File: config.mk
export PLATFORM = sky130hd
export DESIGN_NAME = sim_list
export DESIGN_NICKNAME = d
export VERILOG_FILES = /design/src/sorted_insert_and_merge_top_macros.svh /design/src/sim_pkg.sv /design/src/sim_cell.sv /design/src/sim_list.sv
export SDC_FILE = /design/constraint.sdc
export NUM_CORES = 2
export LEC_CHECK = 0
export ABC_CLOCK_PERIOD_IN_PS = 11600
export BUFFER_PORTS_ARGS = -buffer_cell sky130_fd_sc_hd__buf_2
export CAP_MARGIN = 25
export CORE_MARGIN = 4
export CORE_UTILIZATION = 45
export CTS_BUF_LIST = sky130_fd_sc_hd__clkbuf_4 sky130_fd_sc_hd__clkbuf_8
export DETAILED_ROUTE_END_ITERATION = 10
export GPL_TIMING_DRIVEN = 0
export PLACE_DENSITY_LB_ADDON = 0.3
export SLEW_MARGIN = 20
export SYNTH_ARGS = -nofsm -noshare
export SYNTH_HDL_FRONTEND = slang
export SYNTH_SLANG_ARGS = --single-unit
File: constraint.sdc
create_clock -name clk -period 11.6 [get_ports clk]
set_input_delay 1.16 -clock clk [delete_from_list [all_inputs] [get_ports clk]]
set_output_delay 1.16 -clock clk [all_outputs]
set_load 0.01 [all_outputs]
File: src/sorted_insert_and_merge_top_macros.svh
// assertion macros for the sorted insert and merge block
// used by sorted_insert_and_merge_top; expects a clock named clk and reset rst
`ifndef SORTED_INSERT_AND_MERGE_TOP_MACROS_SVH
`define SORTED_INSERT_AND_MERGE_TOP_MACROS_SVH

`ifndef NO_ASSERTIONS

// same-cycle implication, checked outside reset
`define SIM_ASSERT_SAME(label, cond, prop) \
  label: assert property (@(posedge clk) disable iff (rst) (cond) |-> (prop)) \
    else $error("sorted insert and merge: same-cycle check failed");

// next-cycle implication, checked outside reset
`define SIM_ASSERT_NEXT(label, cond, prop) \
  label: assert property (@(posedge clk) disable iff (rst) (cond) |=> (prop)) \
    else $error("sorted insert and merge: next-cycle check failed");

`else

`define SIM_ASSERT_SAME(label, cond, prop)
`define SIM_ASSERT_NEXT(label, cond, prop)

`endif

`endif

File: src/sim_pkg.sv
// shared types and constants for the sorted insert and merge block
// no dependencies; imported by sim_cell, sim_list and the top level
package sim_pkg;

  localparam int LIST_DEPTH = 32;
  localparam int KEY_W      = 32;

  localparam logic [1:0] OP_INS_A = 2'd0;
  localparam logic [1:0] OP_INS_B = 2'd1;
  localparam logic [1:0] OP_MERGE = 2'd2;
  localparam logic [1:0] OP_NONE  = 2'd3;

  localparam logic [1:0] ST_OK     = 2'd0;
  localparam logic [1:0] ST_FULL   = 2'd1;
  localparam logic [1:0] ST_MERGED = 2'd2;
  localparam logic [1:0] ST_EMPTY  = 2'd3;

  typedef enum logic {
    S_IDLE,
    S_MERGE
  } state_t;

  // broadcast command to every cell of one list
  typedef struct packed {
    logic                    ins;
    logic                    pop;
    logic signed [KEY_W-1:0] key;
  } cell_cmd_t;

  // what one cell shows its neighbors
  typedef struct packed {
    logic                    keep;
    logic                    valid;
    logic signed [KEY_W-1:0] key;
  } cell_link_t;

  // list status seen by the controller
  typedef struct packed {
    logic                    head_valid;
    logic signed [KEY_W-1:0] head_key;
    logic                    second_valid;
    logic                    full;
  } list_stat_t;

endpackage

File: src/sim_cell.sv
// one cell of a sorted list: holds one key and its valid bit
// depends on sim_pkg
module sim_cell import sim_pkg::*; (
  input  logic       clk,
  input  logic       rst,
  input  cell_cmd_t  cmd,
  input  cell_link_t left,
  input  cell_link_t right,
  output cell_link_t link
);

  logic                    valid;
  logic signed [KEY_W-1:0] key;
  logic                    keep;

  // strictly smaller keys stay put, so a new key lands ahead of equal ones
  assign keep = valid && ($signed(key) < $signed(cmd.key));

  assign link.keep  = keep;
  assign link.valid = valid;
  assign link.key   = key;

  always_ff @(posedge clk) begin
    if (rst) begin
      valid <= 1'b0;
    end else if (cmd.ins) begin
      if (!keep) begin
        valid <= left.keep ? 1'b1 : left.valid;
      end
    end else if (cmd.pop) begin
      valid <= right.valid;
    end
  end

  always_ff @(posedge clk) begin
    if (cmd.ins) begin
      if (!keep) begin
        key <= left.keep ? cmd.key : left.key;
      end
    end else if (cmd.pop) begin
      key <= right.key;
    end
  end

endmodule

File: src/sim_list.sv
// row of sim_cell instances forming one bounded ascending list
// depends on sim_pkg and sim_cell
module sim_list import sim_pkg::*; (
  input  logic       clk,
  input  logic       rst,
  input  cell_cmd_t  cmd,
  output list_stat_t stat
);

  cell_link_t links [LIST_DEPTH];

  localparam cell_link_t HEAD_EDGE = '{keep: 1'b1, valid: 1'b0, key: '0};
  localparam cell_link_t TAIL_EDGE = '{keep: 1'b0, valid: 1'b0, key: '0};

  for (genvar i = 0; i < LIST_DEPTH; i++) begin : g_cell
    cell_link_t left_link;
    cell_link_t right_link;

    if (i == 0) begin : g_first
      assign left_link = HEAD_EDGE;
    end else begin : g_mid_l
      assign left_link = links[i-1];
    end

    if (i == LIST_DEPTH - 1) begin : g_last
      assign right_link = TAIL_EDGE;
    end else begin : g_mid_r
      assign right_link = links[i+1];
    end

    sim_cell u_cell (
      .clk   (clk),
      .rst   (rst),
      .cmd   (cmd),
      .left  (left_link),
      .right (right_link),
      .link  (links[i])
    );
  end

  assign stat.head_valid = links[0].valid;
  assign stat.head_key   = links[0].key;
  assign stat.full       = links[LIST_DEPTH-1].valid;

  if (LIST_DEPTH > 1) begin : g_second
    assign stat.second_valid = links[1].valid;
  end else begin : g_no_second
    assign stat.second_valid = 1'b0;
  end

endmodule

Word-level counts from Yosys, hierarchy flattened

Index checks and enable logic that the tools add are counted.

Magnitude comparators: 32
Eq/ne operators: 32
Multiplexer cells: 254
Reduce and logical (&&, ||, !) cells: 65

Operators with widths:

| cell                                  | count |
|---|---|
| 32-bit 2-to-1 mux                     | 127 |
| 32-bit less-than comparator           | 32 |
| 1-bit 2-to-1 mux                      | 127 |
| 2-bit != test (second input constant) | 32 |
| 2-bit AND reduction                   | 32 |
| 1-bit logical AND                     | 32 |
| 2-bit nonzero test                    | 1 |

Flip-flop bits (word level): 1,056
Input bits: 36
Output and inout bits: 35
Word-level logic and storage cells: 447

Longest topological paths before layout

Word-level depth: 5
Mapped depth: 13
Mapped depth without buffers: 10

Hierarchy

Synthesis repeated with hierarchy kept, for this count alone.

Cell total of the unflattened synthesis: 8,386
Area total of the unflattened synthesis: 79,924.2 sq um

By module, submodules not included:

| module   | instances | cells an instance | area each (sq um) |
|---|---|---|---|
| sim_cell | 32        | 262               | 2,497.4 |
| sim_list | 1         | 2                 | 7.5 |

Worst setup path before layout

OpenSTA, ideal clock, no wires.

Kind: input port to flip-flop
Start: input port cmd[18] in the netlist's numbering
End: register g_cell[5].u_cell.key[0] (enable)
Library setup time: 432 ps
Data arrival time: 5,418 ps
Setup slack: 5,750 ps
Stages on the path: 11
Buffers on the path: 2
Cells stage by stage: clkbuf_1 -> inv_1 -> ha_1 -> and3_1 -> o311a_1 -> a211oi_1 -> o32ai_1 -> a211oi_2 -> mux2i_2 -> buf_4 -> a21oi_1

Word-level cells in the longest chain between the ends: 4

RTL lines:

| what                                 | line           | RTL |
|---|---|---|
| from (decl)                          | sim_list.sv:6  | `input cell_cmd_t cmd,` |
| 32-bit less-than comparator          | sim_cell.sv:17 | `assign keep = valid && ($signed(key) < $signed(cmd.key));` |
| 1-bit logical AND                    | sim_cell.sv:17 |  |
| 2-bit != test (no source line)       | -              |  |
| 2-bit AND reduction (no source line) | -              |  |
| to (signal assigned)                 | sim_cell.sv:38 | `key <= left.keep ? cmd.key : left.key;` |
| to (signal assigned)                 | sim_cell.sv:41 | `key <= right.key;` |
| to (decl)                            | sim_cell.sv:13 | `logic signed [KEY_W-1:0] key;` |

No other way between the ends.
A chain may end at the register's enable or synchronous reset.

Final worst setup path

Start: input port cmd[29] in the netlist's numbering
End: register g_cell[25].u_cell.key[10] (enable)

Word-level cells in the longest chain between the ends: 4

RTL lines:

| what                                 | line |
|---|---|
| 32-bit less-than comparator          | sim_cell.sv:17 |
| 1-bit logical AND                    | sim_cell.sv:17 |
| 2-bit != test (no source line)       | - |
| 2-bit AND reduction (no source line) | - |
| to (signal assigned)                 | sim_cell.sv:38 |
| to (signal assigned)                 | sim_cell.sv:41 |
| to (decl)                            | sim_cell.sv:13 |

No other way between the ends.

==> metrics.md <==
| Metric | Value |
|---|---|
| Core Area | about 170000 um2 |
| Worst Clk Skew | between 70 and 80 ps |
| Area of the multi-input gates | about 42000 um2 |
| Sum Neg Setup Slack | 0 ps |
| Synth top area cells | edfxtp_1 41%, ha_1 16%, mux2i_1 9.1%, a21oi_1 6.2%, nor2_1 4.0% |
| Vias in the first global route | between 60000 and 70000 |
| Hold Fails Final Rpt | 0 |
| Crit end category | flip-flop |
| Min-delay worst type | primary input to flip-flop |
| Full die area | around 180000 um2 |
| Drt first pass iters | 9 |
| H-tree depth | 4 |
| Skew-Pair Late Insertion Delay | 1000 ps |
| Vias per cell | ~6.8 |
| Syn Std Cell Area | approximately 76000 um2 |
| Final global-route overflow total | 0 |
| Worst Path Max Fanout | 19 |
| Register Area | ~31000 um2 |
| First-pass GRT wire length | roughly 470000 um |
| Reg-to-reg endpoint | g_cell[27].u_cell.key[25] |
| R2R Path Start | g_cell[26].u_cell.key[18] |
| GRT Total Usage | 37.93% |
| Synth cell types | 68 |
| NumNets Final | approximately 8800 |
| Register area share after synthesis | between 40% and 50% |
| Largest net degree at the start of global routing | 33 |
| GPL Wtd Cong | roughly 1.0 |
| Leak Pwr | approximately 34 nW |
| DR iter-0 viols | roughly 10000 |
| Max transition margin | between 10% and 20% |
| Number of synthesized flops with an enable pin | around 1000 |
| Fraction of registers with async set/reset | 0% |
| Reg2reg path depth | 10 |
| CTS-repair resized insts | 0 |
| CTS Buf Count | around 190 |
| Filler cells | 15240 |
| Worst-margin pin slew | around 1200 ps |
| Routed Antenna Nets | 0 |
| Layout area overhead | 12.10% |
| Top FF cell, synth | edfxtp_1 |
| Post-CTS Hold Buffers | 0 |
| Starting Density | 45.34% |
| Fin. max-slew vios | 0 |
| Count leader, synth | edfxtp_1 |
| Worst reg2reg setup slack | 7200 ps |
| CTS Root Buffer Type | clkbuf_8 |
| Post-Syn Nets | between 8000 and 9000 |
| Hold path start | rst |
| Leading area contributor after synthesis | edfxtp_1 |
| Final Cycle Share | 50.16% |
| Peak supply drop | between 0.15 and 0.2 mV |
| Routed len/inst | roughly 34 um |
| Post-synthesis cell count | 7377 |
| Total wire length | ~340000 um |
| Final Setup Violations | 0 |
| Max clock buf depth | 3 |
| Share of cells above drive strength 1 | a little under a tenth |
| Hold WS | about 510 ps |
| CTS tree | done |
| CP startpoint | cmd[29] |
| Post-CTS repair timing setup buffer count | 0 |
| # rows | 150 |
| DRC errors left | 0 |
| Dpl hpwl | 263600 um |
| Hold Path Cell Cnt | 3 |
| Unrepaired setup endpoints after global routing | false |
| Mean Syn Cell Area | between 10 and 15 um2 |
| Fmax achieved | ~170 MHz |
| Worst setup SP type | primary input |
| Most frequent cells after synthesis | 1024 x edfxtp_1, 992 x ha_1, 942 x a21oi_1, 802 x nor2_1, 688 x mux2i_1 |
| Clk slew on worst S/H paths | 60 ps |
| Yosys Warn Count | 0 |
| Worst Hold End | g_cell[30].u_cell.valid |
| Final min period | ~5800 ps |
| Sink Count | around 1100 |
| IO Port Bufs | 70 |
| Outcome | finished, final reports clean |
| Die height | between 400 and 500 um |
| Crit path DAT | about 6500 ps |
| Total of max-cap violations | 0 |
| PwrDens | 160.1 nW/um2 |
| Die width | about 420 um |
| Critical Path RT | ~12000 ps |
| Crit path kind | primary input to flip-flop |
| Initial antenna violation count | 14 |
| Vias | between 60000 and 70000 |
| Yosys reg bits | roughly 1100 |
| Top cell type's share of synthesized area | about 41% |
| I/O pins | 71 |
state kept, by name (all words and copies together) (netlist names):
register / flops
g_cell.u_cell.valid: 32
g_cell.u_cell.key: 1024
cell type report:
type	instances	share of cell area (%)
Sequential cell	1056	36.90
Timing Repair Buffer	158	2.606
Inverter	139	0.6897
Buffer	516	2.587
Clock buffer	250	3.655
Tap cell	2204	3.241
Multi-Input combinational cell	5666	49.60
Clock inverter	87	0.6765
Antenna cell	17	0.05000
critical path: stages:
cell and delay [ps]:
buf_2 300, clkbuf_1 750, inv_2 500, buf_12 320, ha_1 330, a21o_1 190, a21o_1 170, a21oi_1 250
o21ai_0 240, a211oi_1 720, mux2i_2 620, buf_2 430, a21oi_4 240, buf_16 260
power by group:
part           switching (mW)  internal [mW]
Sequential              0.873           5.08
Clock                    1.78           1.89
Combinational            2.42           1.57
stage by stage:
stage	worst slack (ps)	utilization [%]	total power, mW	area [um2]	instances
floorplan	5750	-	8.139	75900	7377
global placement	1004	47.19	9.537	79000	9651
detailed placement	5014	48.53	9.797	81240	9730
CTS	6046	50.73	13.38	84920	10070
global route	5835	50.80	14.10	85050	10080
finish	5782	50.82	13.62	85080	10090
worst max-delay path by stage:
stage | to | cells past startpoint | slack [ps]
after floorplan | g_cell[5].u_cell.key[0] | 11 | 5750
after global placement | g_cell[29].u_cell.key[16] | 11 | 1000
after detailed placement | g_cell[25].u_cell.key[3] | 14 | 5010
after CTS | g_cell[25].u_cell.key[3] | 14 | 6050
after global routing | g_cell[24].u_cell.key[2] | 14 | 5830
final | g_cell[25].u_cell.key[10] | 14 | 5780
cells in the final DEF, fill, tap and decap left out, types with 17 or more instances in the layout:
cell / n
nor4_1: 27
o211ai_1: 21
o21ai_1: 17
nor3_1: 35
a21oi_4: 23
and3_1: 22
clkbuf_1: 316
clkbuf_8: 197
nor2_1: 795
inv_4: 26
a21oi_1: 919
buf_2: 176
diode_2: 17
nor2b_1: 179
a221o_1: 192
inv_1: 107
o2111ai_1: 33
buf_1: 19
nand2_1: 250
edfxtp_1: 1024
ha_1: 992
nand2b_1: 54
o21ai_0: 151
o21a_1: 33
clkinv_2: 27
nand3_1: 255
a22oi_1: 38
a2111oi_0: 19
buf_16: 36
buf_12: 31
dfxtp_1: 32
clkinv_1: 47
o221ai_1: 39
a31oi_1: 114
mux2i_1: 688
clkbuf_4: 54
nand4_1: 248
clkbuf_2: 60
a21o_1: 287
a211oi_1: 56
metal layers:
| layer | part of all wire (%) | global-route usage [%] | wire length, um |
|---|---|---|---|
| met1 | 36 | 46.70 | 122900 |
| met5 | 0.0050 | 0.02779 | 17 |
| met2 | 40 | 53.40 | 136600 |
| met3 | 14 | 13.26 | 47650 |
| met4 | 10 | 31.02 | 34670 |
cells by family after synthesis:
family | count (synthesis) | share of synthesized area, %
AO/OA/AOI/OAI | 2046 | 17.43
adder cells (fa/ha/maj) | 992 | 16.35
flip-flops | 1056 | 41.36
XOR/XNOR | 9 | 0.1039
multiplexers | 699 | 9.342
AND/OR/NAND/NOR | 1920 | 11.95
buffers and inverters | 655 | 3.455
No activity file was read; power rests on OpenSTA's default activity.
